**src/rtl/rh_pkg.sv**
```systemverilog
package rh_pkg;

  // datapath width of the cordic x, y and z registers
  localparam int CW = 32;
  localparam int MAX_STAGES = 24;
  localparam int ITER_STAGES_DEF = 16;

  // fixed-point constants
  localparam logic signed [15:0] ONE_Q14 = 16'sd16384;
  localparam logic signed [30:0] INVPI_Q30 = 31'sd341782638;
  localparam logic [25:0] PI_Q24 = 26'd52707179;
  localparam logic [26:0] LN2_Q24 = 27'd11629080;
  localparam logic signed [CW-1:0] GAIN_Q28 = 32'sd163008219;
  localparam logic [15:0] FUZZ_RESET = 16'd512;

  // divider geometry
  localparam int D1_DIV_W = 16;
  localparam int D1_Q_W = 40;
  localparam int D2_DIV_W = 50;
  localparam int D2_Q_W = 15;

  typedef enum logic [1:0] {
    MODE_ATAN = 2'd0,
    MODE_BIN  = 2'd1,
    MODE_SIG  = 2'd2,
    MODE_SINE = 2'd3
  } mode_t;

  typedef enum logic {
    REG_STEP_MODE = 1'b0,
    REG_FUZZINESS = 1'b1
  } reg_idx_t;

  typedef enum logic [1:0] {
    OP_VEC   = 2'd0,
    OP_ROT_C = 2'd1,
    OP_ROT_H = 2'd2
  } cordic_op_t;

  // sideband through the front divider
  typedef struct packed {
    mode_t             mode;
    logic signed [15:0] v;
    logic [15:0]       f;
    logic              fixed;
    logic signed [15:0] fixed_res;
  } front_side_t;

  // sideband through the cordic
  typedef struct packed {
    mode_t             mode;
    logic              neg;
    logic              fixed;
    logic signed [15:0] fixed_res;
    logic [24:0]       r25;
    logic [3:0]        k;
  } cordic_side_t;

  // sideband through the ratio divider
  typedef struct packed {
    logic              use_quot;
    logic              neg;
    logic signed [15:0] res;
  } tail_side_t;

  // circular arctan table, Q24 radians
  function automatic logic signed [CW-1:0] circ_angle(input int i);
    logic signed [CW-1:0] a;
    case (i)
      0: a = 32'sd13176795;
      1: a = 32'sd7778716;
      2: a = 32'sd4110060;
      3: a = 32'sd2086331;
      4: a = 32'sd1047214;
      5: a = 32'sd524117;
      6: a = 32'sd262123;
      7: a = 32'sd131069;
      8: a = 32'sd65536;
      9: a = 32'sd32768;
      10: a = 32'sd16384;
      11: a = 32'sd8192;
      12: a = 32'sd4096;
      13: a = 32'sd2048;
      14: a = 32'sd1024;
      15: a = 32'sd512;
      16: a = 32'sd256;
      17: a = 32'sd128;
      18: a = 32'sd64;
      19: a = 32'sd32;
      20: a = 32'sd16;
      21: a = 32'sd8;
      22: a = 32'sd4;
      default: a = 32'sd2;
    endcase
    return a;
  endfunction

  // hyperbolic artanh table, Q24, indexed by shift
  function automatic logic signed [CW-1:0] hyp_angle(input int i);
    logic signed [CW-1:0] a;
    case (i)
      1: a = 32'sd9215828;
      2: a = 32'sd4285116;
      3: a = 32'sd2108178;
      4: a = 32'sd1049945;
      5: a = 32'sd524459;
      6: a = 32'sd262165;
      7: a = 32'sd131075;
      8: a = 32'sd65536;
      9: a = 32'sd32768;
      10: a = 32'sd16384;
      11: a = 32'sd8192;
      12: a = 32'sd4096;
      13: a = 32'sd2048;
      14: a = 32'sd1024;
      15: a = 32'sd512;
      16: a = 32'sd256;
      17: a = 32'sd128;
      18: a = 32'sd64;
      19: a = 32'sd32;
      20: a = 32'sd16;
      21: a = 32'sd8;
      22: a = 32'sd4;
      23: a = 32'sd2;
      24: a = 32'sd1;
      default: a = 32'sd0;
    endcase
    return a;
  endfunction

  // hyperbolic shift per stage, with shifts 4 and 13 repeated
  function automatic int hyp_shift(input int s);
    int h;
    if (s < 4) h = s + 1;
    else if (s < 14) h = s;
    else h = s - 1;
    return h;
  endfunction

  // saturate to -1..1 in Q2.14
  function automatic logic signed [15:0] clamp_q14(input logic signed [CW-1:0] r);
    logic signed [15:0] c;
    if (r > CW'(ONE_Q14)) c = ONE_Q14;
    else if (r < -CW'(ONE_Q14)) c = -ONE_Q14;
    else c = r[15:0];
    return c;
  endfunction

endpackage

```
**src/rtl/rh_div.sv**
```systemverilog
module rh_div import rh_pkg::*; #(
  parameter int DIV_W = D1_DIV_W,
  parameter int Q_W = D1_Q_W,
  parameter int SIDE_W = 1
) (
  input  logic              clk,
  input  logic              rst,
  input  logic              en,
  input  logic              in_valid,
  input  logic [DIV_W-1:0]  in_rem,
  input  logic [Q_W-1:0]    in_low,
  input  logic [DIV_W-1:0]  in_div,
  input  logic [SIDE_W-1:0] in_side,
  output logic              out_valid,
  output logic [Q_W-1:0]    quot,
  output logic [SIDE_W-1:0] out_side
);

  logic              st_valid [1:Q_W];
  logic [DIV_W-1:0]  st_rem   [1:Q_W];
  logic [Q_W-1:0]    st_low   [1:Q_W];
  logic [Q_W-1:0]    st_quot  [1:Q_W];
  logic [DIV_W-1:0]  st_div   [1:Q_W];
  logic [SIDE_W-1:0] st_side  [1:Q_W];

  // one quotient bit per stage, restoring form
  for (genvar s = 0; s < Q_W; s++) begin : g_stage
    logic              a_valid;
    logic [DIV_W-1:0]  a_rem;
    logic [Q_W-1:0]    a_low;
    logic [Q_W-1:0]    a_quot;
    logic [DIV_W-1:0]  a_div;
    logic [SIDE_W-1:0] a_side;
    logic [DIV_W:0]    trial;
    logic              take;

    if (s == 0) begin : g_first
      assign a_valid = in_valid;
      assign a_rem = in_rem;
      assign a_low = in_low;
      assign a_quot = '0;
      assign a_div = in_div;
      assign a_side = in_side;
    end else begin : g_next
      assign a_valid = st_valid[s];
      assign a_rem = st_rem[s];
      assign a_low = st_low[s];
      assign a_quot = st_quot[s];
      assign a_div = st_div[s];
      assign a_side = st_side[s];
    end

    assign trial = {a_rem, a_low[Q_W-1]};
    assign take = trial >= {1'b0, a_div};

    always_ff @(posedge clk) begin
      if (rst) begin
        st_valid[s+1] <= 1'b0;
      end else if (en) begin
        st_valid[s+1] <= a_valid;
      end
    end

    always_ff @(posedge clk) begin
      if (en) begin
        if (take) begin
          st_rem[s+1] <= DIV_W'(trial - {1'b0, a_div});
        end else begin
          st_rem[s+1] <= trial[DIV_W-1:0];
        end
        st_low[s+1] <= a_low << 1;
        st_quot[s+1] <= {a_quot[Q_W-2:0], take};
        st_div[s+1] <= a_div;
        st_side[s+1] <= a_side;
      end
    end
  end

  assign out_valid = st_valid[Q_W];
  assign quot = st_quot[Q_W];
  assign out_side = st_side[Q_W];

endmodule

```
**config.mk**
```make
export PLATFORM = sky130hd
export DESIGN_NAME = rh_div
export DESIGN_NICKNAME = d
export VERILOG_FILES = /design/src/rtl/rh_pkg.sv /design/src/rtl/rh_div.sv
export SDC_FILE = /design/constraint.sdc
export NUM_CORES = 2
export LEC_CHECK = 0
export ABC_AREA = 1
export BUFFER_PORTS_ARGS = -buffer_cell sky130_fd_sc_hd__buf_2
export CAP_MARGIN = 0
export CELL_PAD_IN_SITES_DETAIL_PLACEMENT = 1
export CELL_PAD_IN_SITES_GLOBAL_PLACEMENT = 2
export CORE_ASPECT_RATIO = 0.75
export CORE_MARGIN = 2
export CORE_UTILIZATION = 40
export DETAILED_ROUTE_END_ITERATION = 16
export PLACE_DENSITY = 0.73
export SYNTH_ARGS = -nofsm -noshare
export SYNTH_HDL_FRONTEND = slang
export SYNTH_MEMORY_MAX_BITS = 65536
export SYNTH_SLANG_ARGS = --single-unit
```
**constraint.sdc**
```tcl
create_clock -name clk -period 3.5 [get_ports clk]
set_clock_uncertainty 0.05 [all_clocks]
set_input_delay 0.7 -clock clk [delete_from_list [all_inputs] [get_ports clk]]
set_output_delay 0.7 -clock clk [all_outputs]
set_load 0.03 [all_outputs]
```
==> impl.org <==
** Synth
- Register area share after synthesis :: roughly 64%
- A synthesized cell averages 10.9 µm².
- The synthesized design contains 2928 enable-type register cells.
- Summed over all instances, the cell type with the most area after synthesis is sky130_fd_sc_hd__edfxtp_1.
- Syn_nets :: 13273
- Netlist Area Pre-Place :: 137000 µm²
- Unique cell type count in the Yosys netlist :: 44
- Counting every instance in the synthesized netlist gives 12517.
- Proportion of register bits with asynchronous set or reset after synthesis :: 0%
- During synthesis, Yosys emitted a total of 0 warnings.
- Most frequently used flop master after synthesis :: sky130_fd_sc_hd__edfxtp_1
- Synthesized flop and latch total :: 2928
- Synth area leaders :: sky130_fd_sc_hd__edfxtp_1, sky130_fd_sc_hd__nand2_1, sky130_fd_sc_hd__ha_1, sky130_fd_sc_hd__inv_1, sky130_fd_sc_hd__nand3_1
- After synthesis, the largest area contributor takes up 64.2% of total cell area.

** Global routing
- For this run, the total global-route usage over all layers was measured as 19.3%.
- The number of antenna violations at the first check in global routing came to 12.
- Sum of overflow across all layers after global routing :: 0
- Number of global-route vias before repair :: 89560
- The first global-routing pass estimated 528 mm of wire.
- Entering global routing, the biggest net connects between 150 and 200 pins.

** CTS
- The cell sitting at the root of the clock tree is a sky130_fd_sc_hd__clkbuf_16.
- CTS tree :: yes
- In this run the deepest clock path goes through 4 buffers.
- CTS HTree Levels :: 5
- TritonCTS created 313 clock buffers.
- Total setup buffers inserted after CTS :: 0
- The clock drives 2928 sinks.
- Register clock-pin slew on the reported worst setup and hold paths :: 0.06 ns
- The later pin in the worst-skew pair is clocked with a latency of 0.89 ns.

** Floorplan
- The floorplan step set the die width to about 680 µm.
- Die extent in y :: just over 500 µm
- During I/O placement, the number of pins put on the boundary was 119.
- The initial utilization of the core area, before any placement, comes to 40.3%.
- The floorplan step defined a die boundary enclosing 347000 µm².
- Core region area :: 340000 µm²
- Number of standard-cell rows in the floorplan :: 185

** Place
- RePlAce Congestion :: 0.870
- Number of port buffers :: 118
- Summed over all nets, the half-perimeter wirelength after detailed placement is 251 mm.
- The placed instances occupy a cell area of 143000 µm².

** Worst setup path
- Critical path launch point type :: flop
- Critical-path maximum fanout :: 18
- Arrival time at the worst endpoint :: 3.50 ns
- The critical path is of the reg2reg type.
- STA classifies the critical path endpoint as a flop.
- Tracing the worst setup path back leads to its startpoint at st_div[0][172].
- Data required, critical path :: 4.16 ns
- Worst reg2reg startpoint :: st_div[0][172]

** Power and ir drop
- For this design the ratio of total power to cell area is 840 nW/µm².
- Worst vdd ir :: between 400 and 500 µV
- Tot Pwr :: 129000 µW
- For this design the static power due to leakage is 0.0652 µW.

** Finish
- Relative to the synthesized area, the layout overhead comes to 12.3%.
- Summing all multi-input logic gate instances after layout gives between 40000 and 50000 µm².
- Across the whole layout, storage elements account for between 80000 and 90000 µm².
- Fill cells :: 36492
- In the final design database the tool counted about 14000 nets.
- With fillers left out, the area of the finished cells amounts to 154000 µm².
- Fraction of layout instances using a drive strength above 1 :: around 7.6%

** Timing
- Hold timing on the final database bottoms out at a slack of between 0.1 and 0.15 ns.
- Counting I/O delays and the setup requirement, the final critical path takes roughly 2.8 ns.
- Setup repair after global routing missed its margin :: no
- Period utilisation layout :: 81.1%
- The count of endpoints failing hold in the final timing report was 0.
- Setup violations remaining at the end of the flow were counted as 0.
- Total Negative Setup Slacks :: 0 ns
- Worst-Margin Slew :: 0.965 ns
- The worst pin sits at a relative slew slack of 35.0%.
- Fmax :: 0.352 GHz
- Final Max Tran Viols :: 0

** Drt
- Via density :: 4.96
- Remaining design rule violation count :: 0
- In this run the remaining antenna-violating nets after routing total 0.
- The first TritonRoute pass finished after 6 iterations.
- Average wire length per cell after detail routing :: 19.2 µm
- For this block, the routed nets add up to roughly 340 mm of wire.
- The first routing iteration left 6092 violations.
- Total vias in the final route :: 87529

** Status
- Outcome :: finished clean

** Worst hold path
- The startpoint identified for the worst hold timing path is in_rem[0].
- The tightest min-delay check is of the in2reg type.

** Run
- The tool flagged a number of max-cap violations equal to 0.
==> routing by layer <==
layer	GRT usage (%)	routed length, µm	part of all wire, %
met2	27.6	137000	41
met4	3.84	6240	1.8
met3	2.83	15000	4.4
met1	30.9	180000	53
met5	0	11	0.0033
==> final cells by class <==
| class | instances | area share [%] |
|---|---|---|
| clock inverters | 195 | 1.36 |
| diodes | 2 | 0.00326 |
| well taps | 4488 | 3.65 |
| flip-flops and latches | 2928 | 57.2 |
| multi-input cells | 7800 | 27.1 |
| inverters | 1590 | 3.89 |
| repair buffers | 270 | 1.45 |
| clock buffers | 365 | 5.31 |
==> registers in the layout (all words and copies together) (netlist names) <==
name / cells
st_div: 624
st_low: 780
st_quot: 820
st_rem: 624
st_side: 40
st_valid: 40
==> logic make-up after synthesis <==
group | share of synthesized area [%]
AO/OA/AOI/OAI | 4.00
XOR/XNOR | 2.12
adder cells (fa/ha/maj) | 6.42
buffers and inverters | 5.30
flip-flops | 64.2
AND/OR/NAND/NOR | 17.9
==> cell usage after synthesis, types with 2 or more instances <==
master	count
sky130_fd_sc_hd__nand4_4	17
sky130_fd_sc_hd__nand2_2	115
sky130_fd_sc_hd__ha_1	640
sky130_fd_sc_hd__or2_1	4
sky130_fd_sc_hd__buf_4	30
sky130_fd_sc_hd__nor4_1	2
sky130_fd_sc_hd__o21ai_1	4
sky130_fd_sc_hd__xor2_1	268
sky130_fd_sc_hd__a21o_1	24
sky130_fd_sc_hd__buf_2	37
sky130_fd_sc_hd__o21a_1	36
sky130_fd_sc_hd__buf_12	3
sky130_fd_sc_hd__o21ai_0	395
sky130_fd_sc_hd__xnor2_1	64
sky130_fd_sc_hd__inv_2	13
sky130_fd_sc_hd__nand3b_1	6
sky130_fd_sc_hd__a21oi_2	36
sky130_fd_sc_hd__buf_1	4
sky130_fd_sc_hd__inv_1	1577
sky130_fd_sc_hd__nor2_2	16
sky130_fd_sc_hd__edfxtp_1	2928
sky130_fd_sc_hd__fa_1	39
sky130_fd_sc_hd__nand3_4	2
sky130_fd_sc_hd__buf_6	42
sky130_fd_sc_hd__buf_8	2
sky130_fd_sc_hd__nand2_4	37
sky130_fd_sc_hd__nor3_1	29
sky130_fd_sc_hd__or2_2	43
sky130_fd_sc_hd__o21bai_1	52
sky130_fd_sc_hd__nor2_1	784
sky130_fd_sc_hd__nand4_1	82
sky130_fd_sc_hd__a21oi_1	458
sky130_fd_sc_hd__clkbuf_1	81
sky130_fd_sc_hd__nand3_2	26
sky130_fd_sc_hd__and2_1	44
sky130_fd_sc_hd__nand2_1	3729
sky130_fd_sc_hd__nand3_1	820
sky130_fd_sc_hd__nor2_4	22
==> report_power, final <==
part	total [µW]	leakage, µW	internal (µW)	switching [µW]
clock network	33400	0.00495	19200	14200
logic	45100	0.0315	14800	30300
registers	50700	0.0288	46800	3860
total	129000	0.0652	80800	48300
==> repair_timing <==
action / 4_1_cts / 5_1_grt
gates resized for setup: 0 / 0
hold buffers: 64 / 0
hold endpoints to repair: 64 / 0
==> worst max-delay path, stage by stage (launching register included) <==
cell	delay, ns
sky130_fd_sc_hd__edfxtp_1	0.51
sky130_fd_sc_hd__inv_1	0.08
sky130_fd_sc_hd__ha_1	0.36
sky130_fd_sc_hd__a21oi_1	0.28
sky130_fd_sc_hd__nand2_1	0.15
sky130_fd_sc_hd__a21oi_2	0.20
sky130_fd_sc_hd__nand4_4	0.32
sky130_fd_sc_hd__nor2_4	0.47
sky130_fd_sc_hd__nand2_1	0.09
sky130_fd_sc_hd__nand2_1	0.16
==> worst paths after layout <==
check | end | slack (ns) | depth (start not counted)
max reg2reg | st_rem[0][187] | 0.66 | 9
min reg2reg | st_quot[16][9] | 0.33 | 0
min | st_rem[0][17] | 0.10 | 3
max | st_rem[0][187] | 0.66 | 9
==> layout by cell type (no fill, tap or decap), types with 46 or more instances in the layout <==
cell and n:
sky130_fd_sc_hd__ha_1 640, sky130_fd_sc_hd__a21oi_1 458, sky130_fd_sc_hd__buf_4 62, sky130_fd_sc_hd__buf_2 117
sky130_fd_sc_hd__o21bai_1 52, sky130_fd_sc_hd__nor2_1 784, sky130_fd_sc_hd__nand3_1 820, sky130_fd_sc_hd__inv_1 1577
sky130_fd_sc_hd__clkinv_2 48, sky130_fd_sc_hd__nand2_2 115, sky130_fd_sc_hd__dlygate4sd3_1 64, sky130_fd_sc_hd__xnor2_1 64
sky130_fd_sc_hd__nand4_1 82, sky130_fd_sc_hd__clkbuf_1 46, sky130_fd_sc_hd__clkbuf_16 319, sky130_fd_sc_hd__edfxtp_1 2928
sky130_fd_sc_hd__o21ai_0 395, sky130_fd_sc_hd__nand2_1 3729, sky130_fd_sc_hd__clkinv_1 55, sky130_fd_sc_hd__xor2_1 268
==> through the flow <==
step / cells / util [%] / setup WS, ns
after global routing: 17637 / 45.3 / 0.354
after detailed placement: 17012 / 42.1 / 0.405
final: 17638 / 45.3 / 0.662
after global placement: 17012 / 42.1 / 0.392
after CTS: 17636 / 45.3 / 0.659
after floorplan: 12517 / - / 0.751
Note: power is estimated with default switching activity, not from simulation.
